<file path="src/rtl/assert_macros.svh">
`ifndef ASSERT_MACROS_SVH
`define ASSERT_MACROS_SVH

// same-cycle implication, sampled on clk, off while rst_n is low
`define PTRA_ASSERT(lbl, ante, cons, msg) \
  lbl: assert property (@(posedge clk) disable iff (!rst_n) (ante) |-> (cons)) \
    else $error(msg);

// next-cycle implication
`define PTRA_ASSERT_NEXT(lbl, ante, cons, msg) \
  lbl: assert property (@(posedge clk) disable iff (!rst_n) (ante) |=> (cons)) \
    else $error(msg);

`endif

</file>
<file path="src/rtl/ptra_pkg.sv">
`timescale 1ns / 1ps

package ptra_pkg;

  typedef enum logic [1:0] {
    CMD_REPORT  = 2'd0,
    CMD_CLEANUP = 2'd1,
    CMD_READ    = 2'd2
  } cmd_t;

  typedef enum logic [2:0] {
    ST_UPDATED   = 3'd0,
    ST_INSERTED  = 3'd1,
    ST_REPLACED  = 3'd2,
    ST_DROPPED   = 3'd3,
    ST_CLEANED   = 3'd4,
    ST_READ_OK   = 3'd5,
    ST_READ_MISS = 3'd6
  } status_t;

  typedef enum logic [1:0] {
    S_IDLE,
    S_SCAN,
    S_RD_ISSUE,
    S_RD_DATA
  } state_t;

  localparam logic [23:0] AGE_LIMIT_RESET = 24'd327680;

endpackage

</file>
<file path="src/rtl/peer_table_rssi_replace_aging_core.sv">
`timescale 1ns / 1ps
// Peer table with signal-strength replacement and aging.
// Command channel: a word is taken at a rising edge with start high and busy
// low. in_cmd selects report, cleanup or read; an unused code is taken and
// ignored. Results come back as one word on the out_ ports, marked by a
// single-cycle out_valid; the receiver cannot stall, so there is no hold.
// Report and cleanup walk the table through one memory read port, one entry
// a cycle, pipelined one deep; a report ends the walk early on a hit. Read
// goes through the registered memory read (S_RD_ISSUE, then S_RD_DATA); an
// out-of-range read answers straight from idle. busy is high while a walk or
// read runs.
// cfg_we/cfg_wdata load the age limit at any edge; write it only when idle.
// Reset (rst_n low, synchronous) empties the table and restores the age
// limit; entry storage is not cleared, and only written entries are read.
`include "assert_macros.svh"

module peer_table_rssi_replace_aging_core #(
  parameter int TABLE_DEPTH = 16,
  parameter int TIME_BITS   = 24
) (
  input  logic               clk,
  input  logic               rst_n,
  input  logic               start,
  output logic               busy,
  input  logic [1:0]         in_cmd,
  input  logic [47:0]        in_peer_mac,
  input  logic signed [7:0]  in_signal_dbm,
  input  logic [2:0]         in_peer_kind,
  input  logic               in_kind_known,
  input  logic [23:0]        in_time_now,
  input  logic [3:0]         in_read_slot,
  input  logic               cfg_we,
  input  logic [23:0]        cfg_wdata,
  output logic               out_valid,
  output logic [2:0]         out_status,
  output logic [3:0]         out_slot,
  output logic [4:0]         out_entry_count,
  output logic [4:0]         out_removed_count,
  output logic [47:0]        out_entry_mac,
  output logic signed [7:0]  out_entry_signal,
  output logic [2:0]         out_entry_kind
);
  import ptra_pkg::*;

  localparam int AW = $clog2(TABLE_DEPTH);
  localparam int CW = $clog2(TABLE_DEPTH + 1);

  state_t state_r, state_nxt;

  logic [23:0]          age_limit_r;
  logic [CW-1:0]        fill_r, fill_nxt;
  logic [CW-1:0]        rd_idx_r, rd_idx_nxt;
  logic                 ev_vld_r, ev_vld_nxt;
  logic [AW-1:0]        ev_idx_r, ev_idx_nxt;
  logic [CW-1:0]        w_r, w_nxt;
  logic [CW-1:0]        rem_r, rem_nxt;
  logic                 min_vld_r, min_vld_nxt;
  logic signed [7:0]    min_sig_r, min_sig_nxt;
  logic [AW-1:0]        min_idx_r, min_idx_nxt;

  logic [1:0]           cmd_r;
  logic [47:0]          mac_r;
  logic signed [7:0]    sig_r;
  logic [2:0]           kind_r;
  logic                 known_r;
  logic [TIME_BITS-1:0] now_r;
  logic [3:0]           rslot_r;

  logic                 out_valid_r, out_valid_nxt;
  status_t              out_status_r, out_status_nxt;
  logic [3:0]           out_slot_r, out_slot_nxt;
  logic [4:0]           out_count_r, out_count_nxt;
  logic [4:0]           out_removed_r, out_removed_nxt;
  logic [47:0]          out_mac_r, out_mac_nxt;
  logic signed [7:0]    out_sig_r, out_sig_nxt;
  logic [2:0]           out_kind_r, out_kind_nxt;

  logic [47:0]          mac_mem  [TABLE_DEPTH];
  logic signed [7:0]    sig_mem  [TABLE_DEPTH];
  logic [2:0]           kind_mem [TABLE_DEPTH];
  logic [TIME_BITS-1:0] time_mem [TABLE_DEPTH];

  logic [AW-1:0]        rd_addr;
  logic [47:0]          rd_mac;
  logic signed [7:0]    rd_sig;
  logic [2:0]           rd_kind;
  logic [TIME_BITS-1:0] rd_time;

  logic                 mem_we;
  logic [AW-1:0]        mem_wa;
  logic [47:0]          wd_mac;
  logic signed [7:0]    wd_sig;
  logic [2:0]           wd_kind;
  logic [TIME_BITS-1:0] wd_time;

  logic                 accept;
  logic [55:0]          time_ext;
  logic [TIME_BITS-1:0] now_in;
  logic [TIME_BITS-1:0] age;

  assign busy     = (state_r != S_IDLE);
  assign accept   = start && !busy;
  assign time_ext = {32'd0, in_time_now};
  assign now_in   = time_ext[TIME_BITS-1:0];
  assign rd_addr  = rd_idx_r[AW-1:0];
  assign age      = now_r - rd_time;

  always_ff @(posedge clk) begin
    if (!rst_n) begin
      state_r <= S_IDLE;
    end else begin
      state_r <= state_nxt;
    end
  end

  always_comb begin
    state_nxt       = state_r;
    fill_nxt        = fill_r;
    rd_idx_nxt      = rd_idx_r;
    ev_vld_nxt      = ev_vld_r;
    ev_idx_nxt      = ev_idx_r;
    w_nxt           = w_r;
    rem_nxt         = rem_r;
    min_vld_nxt     = min_vld_r;
    min_sig_nxt     = min_sig_r;
    min_idx_nxt     = min_idx_r;
    out_valid_nxt   = 1'b0;
    out_status_nxt  = out_status_r;
    out_slot_nxt    = out_slot_r;
    out_count_nxt   = out_count_r;
    out_removed_nxt = out_removed_r;
    out_mac_nxt     = out_mac_r;
    out_sig_nxt     = out_sig_r;
    out_kind_nxt    = out_kind_r;
    mem_we          = 1'b0;
    mem_wa          = ev_idx_r;
    wd_mac          = mac_r;
    wd_sig          = sig_r;
    wd_kind         = kind_r;
    wd_time         = now_r;

    case (state_r)
      S_IDLE: begin
        if (accept) begin
          case (in_cmd)
            CMD_REPORT, CMD_CLEANUP: begin
              state_nxt   = S_SCAN;
              rd_idx_nxt  = '0;
              ev_vld_nxt  = 1'b0;
              w_nxt       = '0;
              rem_nxt     = '0;
              min_vld_nxt = 1'b0;
            end
            CMD_READ: begin
              if (32'(in_read_slot) < 32'(fill_r)) begin
                state_nxt  = S_RD_ISSUE;
                rd_idx_nxt = CW'(in_read_slot);
              end else begin
                out_valid_nxt   = 1'b1;
                out_status_nxt  = ST_READ_MISS;
                out_slot_nxt    = in_read_slot;
                out_count_nxt   = 5'(fill_r);
                out_removed_nxt = '0;
                out_mac_nxt     = '0;
                out_sig_nxt     = '0;
                out_kind_nxt    = '0;
              end
            end
            default: ;
          endcase
        end
      end

      S_SCAN: begin
        if (rd_idx_r < fill_r) begin
          ev_vld_nxt = 1'b1;
          ev_idx_nxt = rd_idx_r[AW-1:0];
          rd_idx_nxt = rd_idx_r + 1'b1;
        end else begin
          ev_vld_nxt = 1'b0;
        end

        out_removed_nxt = '0;
        out_mac_nxt     = '0;
        out_sig_nxt     = '0;
        out_kind_nxt    = '0;

        if (ev_vld_r) begin
          if (cmd_r == CMD_REPORT) begin
            if (rd_mac == mac_r) begin
              mem_we         = 1'b1;
              mem_wa         = ev_idx_r;
              wd_kind        = known_r ? kind_r : rd_kind;
              ev_vld_nxt     = 1'b0;
              state_nxt      = S_IDLE;
              out_valid_nxt  = 1'b1;
              out_status_nxt = ST_UPDATED;
              out_slot_nxt   = 4'(ev_idx_r);
              out_count_nxt  = 5'(fill_r);
            end else if (!min_vld_r || rd_sig < min_sig_r) begin
              min_vld_nxt = 1'b1;
              min_sig_nxt = rd_sig;
              min_idx_nxt = ev_idx_r;
            end
          end else begin
            if (32'(age) > 32'(age_limit_r)) begin
              rem_nxt = rem_r + 1'b1;
            end else begin
              mem_we  = 1'b1;
              mem_wa  = w_r[AW-1:0];
              wd_mac  = rd_mac;
              wd_sig  = rd_sig;
              wd_kind = rd_kind;
              wd_time = rd_time;
              w_nxt   = w_r + 1'b1;
            end
          end
        end else if (rd_idx_r >= fill_r) begin
          state_nxt     = S_IDLE;
          out_valid_nxt = 1'b1;
          if (cmd_r == CMD_REPORT) begin
            if (32'(fill_r) < TABLE_DEPTH) begin
              mem_we         = 1'b1;
              mem_wa         = fill_r[AW-1:0];
              fill_nxt       = fill_r + 1'b1;
              out_status_nxt = ST_INSERTED;
              out_slot_nxt   = 4'(fill_r);
              out_count_nxt  = 5'(fill_r + 1'b1);
            end else if (sig_r > min_sig_r) begin
              mem_we         = 1'b1;
              mem_wa         = min_idx_r;
              out_status_nxt = ST_REPLACED;
              out_slot_nxt   = 4'(min_idx_r);
              out_count_nxt  = 5'(fill_r);
            end else begin
              out_status_nxt = ST_DROPPED;
              out_slot_nxt   = '0;
              out_count_nxt  = 5'(fill_r);
            end
          end else begin
            fill_nxt        = w_r;
            out_status_nxt  = ST_CLEANED;
            out_slot_nxt    = '0;
            out_count_nxt   = 5'(w_r);
            out_removed_nxt = 5'(rem_r);
          end
        end
      end

      S_RD_ISSUE: begin
        state_nxt = S_RD_DATA;
      end

      S_RD_DATA: begin
        state_nxt       = S_IDLE;
        out_valid_nxt   = 1'b1;
        out_status_nxt  = ST_READ_OK;
        out_slot_nxt    = rslot_r;
        out_count_nxt   = 5'(fill_r);
        out_removed_nxt = '0;
        out_mac_nxt     = rd_mac;
        out_sig_nxt     = rd_sig;
        out_kind_nxt    = rd_kind;
      end

      default: begin
        state_nxt = S_IDLE;
      end
    endcase
  end

  always_ff @(posedge clk) begin
    if (!rst_n) begin
      age_limit_r <= AGE_LIMIT_RESET;
      fill_r      <= '0;
      ev_vld_r    <= 1'b0;
      out_valid_r <= 1'b0;
      rd_idx_r    <= '0;
      w_r         <= '0;
      rem_r       <= '0;
      min_vld_r   <= 1'b0;
    end else begin
      if (cfg_we) begin
        age_limit_r <= cfg_wdata;
      end
      fill_r      <= fill_nxt;
      ev_vld_r    <= ev_vld_nxt;
      out_valid_r <= out_valid_nxt;
      rd_idx_r    <= rd_idx_nxt;
      w_r         <= w_nxt;
      rem_r       <= rem_nxt;
      min_vld_r   <= min_vld_nxt;
    end
  end

  always_ff @(posedge clk) begin
    ev_idx_r      <= ev_idx_nxt;
    min_sig_r     <= min_sig_nxt;
    min_idx_r     <= min_idx_nxt;
    out_status_r  <= out_status_nxt;
    out_slot_r    <= out_slot_nxt;
    out_count_r   <= out_count_nxt;
    out_removed_r <= out_removed_nxt;
    out_mac_r     <= out_mac_nxt;
    out_sig_r     <= out_sig_nxt;
    out_kind_r    <= out_kind_nxt;
    if (accept) begin
      cmd_r   <= in_cmd;
      mac_r   <= in_peer_mac;
      sig_r   <= in_signal_dbm;
      kind_r  <= in_peer_kind;
      known_r <= in_kind_known;
      now_r   <= now_in;
      rslot_r <= in_read_slot;
    end
  end

  always_ff @(posedge clk) begin
    if (mem_we) begin
      mac_mem[mem_wa]  <= wd_mac;
      sig_mem[mem_wa]  <= wd_sig;
      kind_mem[mem_wa] <= wd_kind;
      time_mem[mem_wa] <= wd_time;
    end
    rd_mac  <= mac_mem[rd_addr];
    rd_sig  <= sig_mem[rd_addr];
    rd_kind <= kind_mem[rd_addr];
    rd_time <= time_mem[rd_addr];
  end

  assign out_valid         = out_valid_r;
  assign out_status        = out_status_r;
  assign out_slot          = out_slot_r;
  assign out_entry_count   = out_count_r;
  assign out_removed_count = out_removed_r;
  assign out_entry_mac     = out_mac_r;
  assign out_entry_signal  = out_sig_r;
  assign out_entry_kind    = out_kind_r;

  `PTRA_ASSERT_NEXT(a_walk_busy, accept && (in_cmd == CMD_REPORT || in_cmd == CMD_CLEANUP), busy, "walk did not start")
  `PTRA_ASSERT(a_strobe_idle, out_valid_r, state_r == S_IDLE, "result shown while busy")
  `PTRA_ASSERT(a_removed_only_cleanup, out_valid_r && out_status_r != ST_CLEANED, out_removed_r == '0, "removed count outside cleanup")
  `PTRA_ASSERT(a_eval_in_scan, ev_vld_r, state_r == S_SCAN, "read data pending outside walk")

endmodule

</file>
<file path="config.mk">
export PLATFORM = sky130hd
export DESIGN_NAME = peer_table_rssi_replace_aging_core
export DESIGN_NICKNAME = d
export VERILOG_FILES = /design/src/rtl/ptra_pkg.sv /design/src/rtl/peer_table_rssi_replace_aging_core.sv
export VERILOG_INCLUDE_DIRS = /design/src /design/src/rtl
export SDC_FILE = /design/constraint.sdc
export NUM_CORES = 2
export LEC_CHECK = 0
export ABC_AREA = 1
export CORE_ASPECT_RATIO = 0.7
export CORE_MARGIN = 1.5
export CORE_UTILIZATION = 60
export DETAILED_ROUTE_END_ITERATION = 10
export DONT_BUFFER_PORTS = 1
export GPL_ROUTABILITY_DRIVEN = 1
export GPL_TIMING_DRIVEN = 0
export PLACE_DENSITY = 0.76
export SETUP_SLACK_MARGIN = 0.02
export SLEW_MARGIN = 25
export SYNTH_ARGS = -nofsm -noshare
export SYNTH_HDL_FRONTEND = slang
export SYNTH_SLANG_ARGS = --single-unit
</file>
<file path="constraint.sdc">
create_clock -name clk -period 18 [get_ports clk]
set_input_delay 0.9 -clock clk [delete_from_list [all_inputs] [get_ports clk]]
set_output_delay 0.9 -clock clk [all_outputs]
set_load 0.05 [all_outputs]
</file>
=== Word level (Yosys, flattened, before mapping) ===
Memory sizes are Yosys's and may differ from the RTL's. A register that Yosys moved wholly into a read port is not among the register bits.
Index checks and enable logic that the tools add are counted.
Widths: inputs -> output; s select.

* Flip-flop bits (word level): 231
* Bits in writable memories: 1,328
* Bits of input ports: 118
* Output and inout port bits: 78
* Word-level logic and storage cells: 219
* Memories kept: 4

* Add/sub/neg operators: 5
* Order comparisons: 7
* Eq/ne operators: 23
* Muxes and demuxes: 130
* Bitwise logic cells: 2
* Reductions and logical operators: 22

{| class="wikitable"
|+ Memory list
! memory !! depth !! bits a word !! read ports !! clocked after Yosys merged registers in !! write ports !! RTL line !! source
|-
| mac_mem || 16 || 48 || 1 || 1 || 1 || peer_table_rssi_replace_aging_core.sv:78 || <nowiki>logic [47:0] mac_mem [TABLE_DEPTH];</nowiki>
|-
| time_mem || 16 || 24 || 1 || 1 || 1 || peer_table_rssi_replace_aging_core.sv:81 || <nowiki>logic [TIME_BITS-1:0] time_mem [TABLE_DEPTH];</nowiki>
|-
| sig_mem || 16 || 8 || 1 || 1 || 1 || peer_table_rssi_replace_aging_core.sv:79 || <nowiki>logic signed [7:0] sig_mem [TABLE_DEPTH];</nowiki>
|-
| kind_mem || 16 || 3 || 1 || 1 || 1 || peer_table_rssi_replace_aging_core.sv:80 || <nowiki>logic [2:0] kind_mem [TABLE_DEPTH];</nowiki>
|}

{| class="wikitable"
|+ Operators by type and width
! kind !! count
|-
| $mux 48 || 7
|-
| $pmux 48 s3 || 1
|-
| $mux 5 || 26
|-
| $mux 24 || 4
|-
| $mux 4 || 18
|-
| $mux 8 || 7
|-
| $mux 3 || 17
|-
| $eq 48x48->1 || 1
|-
| $pmux 5 s2 || 4
|-
| $pmux 5 s3 || 2
|-
| $mux 1 || 28
|-
| $gt 24x24->1 || 1
|-
| $pmux 8 s3 || 1
|-
| $sub 24x24->24 || 1
|-
| $add 5x1->5 const B || 4
|-
| $ne 2x2->1 const B || 10
|-
| $pmux 3 s3 || 2
|-
| $reduce_and 6->1 || 3
|-
| $mux 2 || 7
|-
| $reduce_and 7->1 || 2
|-
| $ne 3x3->1 const B || 4
|-
| $pmux 4 s3 || 1
|-
| $reduce_and 5->1 || 2
|-
| $gt 8x8->1 || 1
|-
| 24 further kinds || 35
|}

=== Logic depth before layout (Yosys ltp) ===
* Word-level depth: 9
* Gate-level depth with buffers: 30
* Depth with buffers taken out: 30

=== Worst setup path after synthesis ===
No wires, ideal clock.

* Kind: register to register
* Start point: register now_r[0]
* End point: memory kind_mem[13][0] (enable)
* Setup time: 0.525 ns
* Arrival time: 6.827 ns
* Required time: 17.475 ns
* Setup slack: 10.648 ns
* Cell stages (with the launch flop): 29
* Path buffers: 0
* Period minus slack after synthesis: 7.352 ns
* Cells stage by stage: edfxtp_1 -> inv_1 -> ha_1 -> inv_1 -> fa_1 -> nand3_1 -> nand2_1 -> nand2_1 -> nand3_1 -> nand2_1 -> nand2_1 -> inv_1 -> o21ai_1 -> a21oi_1 -> o21bai_1 -> xor2_1 -> ha_1 -> nand2_1 -> inv_1 -> nand4_2 -> nor2_2 -> nand3_1 -> nand2_4 -> nand2_2 -> nand2_2 -> nand3_2 -> a21oi_2 -> nand3_1 -> nor2_1

* Word-level cells in the longest chain between the ends: 8
* Elaborated cells between the ends (all ways): 12
* Those cells by class: 1 x add/sub; 1 x order compare; 10 x mux

{| class="wikitable"
|+ RTL lines
! what !! RTL line !! source
|-
| start, declared || peer_table_rssi_replace_aging_core.sv:66 || <nowiki>logic [TIME_BITS-1:0] now_r;</nowiki>
|-
| start signal, assigned || peer_table_rssi_replace_aging_core.sv:313 || <nowiki>now_r <= now_in;</nowiki>
|-
| $sub 24x24->24 (*) || peer_table_rssi_replace_aging_core.sv:106 || <nowiki>assign age = now_r - rd_time;</nowiki>
|-
| $gt 24x24->1 (*) || peer_table_rssi_replace_aging_core.sv:206 || <nowiki>if (32'(age) > 32'(age_limit_r)) begin</nowiki>
|-
| $mux 1 || peer_table_rssi_replace_aging_core.sv:206 ||
|-
| $mux 1 || peer_table_rssi_replace_aging_core.sv:189 || <nowiki>if (cmd_r == CMD_REPORT) begin</nowiki>
|-
| $mux 1 || peer_table_rssi_replace_aging_core.sv:188 || <nowiki>if (ev_vld_r) begin</nowiki>
|-
| $mux 1 || peer_table_rssi_replace_aging_core.sv:142 || <nowiki>case (state_r)</nowiki>
|-
| $mux 1 || peer_table_rssi_replace_aging_core.sv:319 || <nowiki>if (mem_we) begin</nowiki>
|-
| $mux 1 (not written as such) || peer_table_rssi_replace_aging_core.sv:322 || <nowiki>kind_mem[mem_wa] <= wd_kind;</nowiki>
|-
| end, declared || peer_table_rssi_replace_aging_core.sv:80 ||
|}

Mark *: on every way between the ends. The rest lies on a longest branch, timed or not.

=== Worst setup path after layout ===
* Start point: register now_r[0]
* End point: memory mac_mem[6][41] (enable)

* Word-level cells in the longest chain between the ends: 8
* Elaborated cells between the ends (all ways): 12
* Those cells by class: 1 x add/sub; 1 x order compare; 10 x mux

{| class="wikitable"
|+ RTL lines
! what !! RTL line !! source
|-
| $sub 24x24->24 (*) || peer_table_rssi_replace_aging_core.sv:106 ||
|-
| $gt 24x24->1 (*) || peer_table_rssi_replace_aging_core.sv:206 ||
|-
| $mux 1 || peer_table_rssi_replace_aging_core.sv:206 ||
|-
| $mux 1 || peer_table_rssi_replace_aging_core.sv:189 ||
|-
| $mux 1 || peer_table_rssi_replace_aging_core.sv:188 ||
|-
| $mux 1 || peer_table_rssi_replace_aging_core.sv:142 ||
|-
| $mux 1 || peer_table_rssi_replace_aging_core.sv:319 ||
|-
| $mux 1 (not written as such) || peer_table_rssi_replace_aging_core.sv:320 || <nowiki>mac_mem[mem_wa] <= wd_mac;</nowiki>
|-
| end, declared || peer_table_rssi_replace_aging_core.sv:78 ||
|}

Marked as above.

==> impl_metrics.ini <==
[worst_setup_path]
cp.arrival_ns = 6.54
cpMaxStageDelayCell = nor2_4
crit_required_ns = 18.48
critPathMaxStageDelay_ns = 0.62
crit_type = flip-flop to flip-flop
cp-start-kind = flip-flop
path_common_cell = nand2_1
cp_max_fo = 22
cp-end-kind = flip-flop

[route]
wl_per_cell_um = 28.1
drc = 0
first_pass_iters = 6
drt_iter0_drc = 7193
viasPerCell = 6.56
num_vias = 44300
wl_mm = 189
antenna_left = 0

[sta]
setup_violations = 0
finClkSkew_ns = 0.0406
slew_headroom_pct = 24.5
rsz0062_at_grt = false
finalSetupTns_ns = 0
timing_hold_violations_final = 0
fmaxAchievable_ghz = 0.165
drv_slew = 0
period_minus_slack_ns = 6.06
worst_pin_slew_ns = 1.13
whs_ns = 0.183
fin_crit_sh_pct = 33.7

[power]
intPower_w = 0.00675
p_sw_share_pct = 32.9
power_per_cell_area_nw_per_um2 = 136
p_comb_share_pct = 23.6
power_frac_seq_pct = 46.0
p_switching_w = 0.00331
p_leak_nw = 25.1
peakVddDrop_v = 0.000116
clockPowerShare_pct = 30.4

[floorplanning]
initial_core_util_pct = 60.5
coreArea_sq_um = 108000
die_h_um = 279
die-width_um = 398
boundaryPins = 196
num_rows = 101
die-area_sq_um = 111000

[clocking]
cts_tree = built
cts_buffer_depth = 3
holdBufCountCts = 0
htree_levels = 4
post_cts_buffers = 0
ctsRootBufferMaster = clkbuf_16
cts_resized = 0
clkSinkCount = 1642
clk_latency_ns = 0.82
cts.clk_slew.worst_paths_ns = 0.06
numCtsBuffers = 147

[logic_synthesis]
synth_edf_count = 1510
postSynthAreaPerCell_sq_um = 13.2
ys_warn_count = 0
synth_nets = 5138
synthArstFlopShare_pct = 0
synth_top_family_by_area = simple AND/OR/NAND/NOR gates
syn_inst = 4945
yosys_most_used_dff = edfxtp_1
synthDistinctLibCells = 56
synthMuxAreaShare_pct = 2.12
seq_area_frac_synth_pct = 73.3
synth_adder_area_share_pct = 1.44
synth-xor-area-share_pct = 0.869
synth-compound-area-share_pct = 9.53
yosys.area_share.simple_pct = 9.67
syn_area_sq_um = 65500
yosys_register_bits = 1642

[status]
status = complete, no violations

[global_route]
grt_pass1_vias = 42200
grt_max_degree = 45
track_usage_pct = 33.8
antenna_found_initial = 6
grt_pass1_wl_mm = 273
overflow = 0

[job]
cap_violations = 0

[cells_and_area]
final_common_cell = edfxtp_1
mostFrequentLayoutCells = edfxtp_1 (1510), nor2_1 (852), nand2_1 (434)
nets = 5373
drive_above_1_share_pct = 9.44
design_area_sq_um = 74300
final_cells = 6748
area_growth_pct = 13.4

[placed_design]
place.gp.congestion = 0.933
dp_hpwl_mm = 129
placed_area_sq_um = 69500
port_buffers = 0
place_inst = 6473

[worst_hold_path]
hold_class = primary input to flip-flop
-- power by group through the flow --
| stage | sequential, W | combinational (W) | clock [W] |
|---|---|---|---|
| finish | 0.00463 | 0.00238 | 0.00306 |
| global route | 0.00464 | 0.00253 | 0.00320 |
| CTS | 0.00463 | 0.00229 | 0.00306 |
| detailed placement | 0.00470 | 0.00226 | 0 |
| global placement | 0.00471 | 0.00216 | 0 |
| floorplan | 0.00466 | 0.00141 | 0 |
-- flip-flops by register name, summed over array words and instances, names as in the netlist, 24 cells and up --
name and cells:
sig_mem 128, mac_r 48, out_entry_mac 48, kind_mem 48, rd_mac 48, now_r 24
rd_time 24, mac_mem 768, time_mem 384, age_limit_r 24
-- cells in the mapped netlist, drive strengths merged, types with 6 or more instances --
master  count  area, sq um
o21ai     479         2400
o211ai     31          233
inv       217          822
nor3       11         65.1
o221ai    138         1210
o32ai     194         1700
nor2      882         3400
nand4      21          138
clkbuf    198          743
nand3     184          956
buf        92          465
or2         8         50.1
ha         74          926
dfxtp     132         2640
nand2     440         1680
a21oi      87          443
a21o        6         45.0
xnor2      26          228
edfxtp   1510        45300
mux2i     139         1390
xor2       39          342
-- metrics by stage --
stage               power [W]  setup WS, ns  utilization, %
finish                 0.0101         11.94            68.6
CTS                   0.00997         12.10            68.5
global placement      0.00688          6.47            62.1
global route           0.0104         11.64            68.6
floorplan             0.00607         10.65               -
detailed placement    0.00697         12.13            64.2
-- critical path: cells and delay by family, from the launching register on --
| family | cells | cell delay (ns) |
|---|---|---|
| AND/OR/NAND/NOR | 16 | 2.59 |
| flip-flops | 1 | 0.38 |
| XOR/XNOR | 1 | 0.17 |
| adder cells (fa/ha/maj) | 3 | 0.89 |
| AO/OA/AOI/OAI | 4 | 0.62 |
| buffers and inverters | 7 | 1.05 |
-- path summary, 6_finish.rpt --
path	slack, ns	to	cells after the start	from
max	11.94	mac_mem[6][41]	31	now_r[0]
min	0.18	mac_r[19]	0	in_peer_mac[19]
max reg2reg	11.94	mac_mem[6][41]	31	now_r[0]
min reg2reg	0.45	min_sig_r[0]	0	rd_sig[0]
-- cell families after synthesis --
logic type	count (synthesis)
buffers and inverters	507
AO/OA/AOI/OAI	964
multiplexers	139
adder cells (fa/ha/maj)	75
XOR/XNOR	65
AND/OR/NAND/NOR	1553
flip-flops	1642
-- area by class of cell --
type                       instances  area, sq um
sequential                      1642        48000
fill                            7040        34000
multi-input combinational       2796        15800
clock buffer                     215         4180
timing repair buffer              86         2020
tap                             1442         1800
buffer                           290         1230
inverter                         217          825
clock inverter                    59          438
antenna                            1         2.50
-- metal layers --
layer  up-vias  wire, um  track usage [%]  part of all wire [%]
met5         -        48                0                 0.025
met4         4      9490             16.0                   5.0
met3       537     26900             9.00                    14
met2      3516     83000             49.6                    44
met1     21500     70000             47.4                    37
li1      18700         -                -                     -
Power figures use the tool's default switching activity.
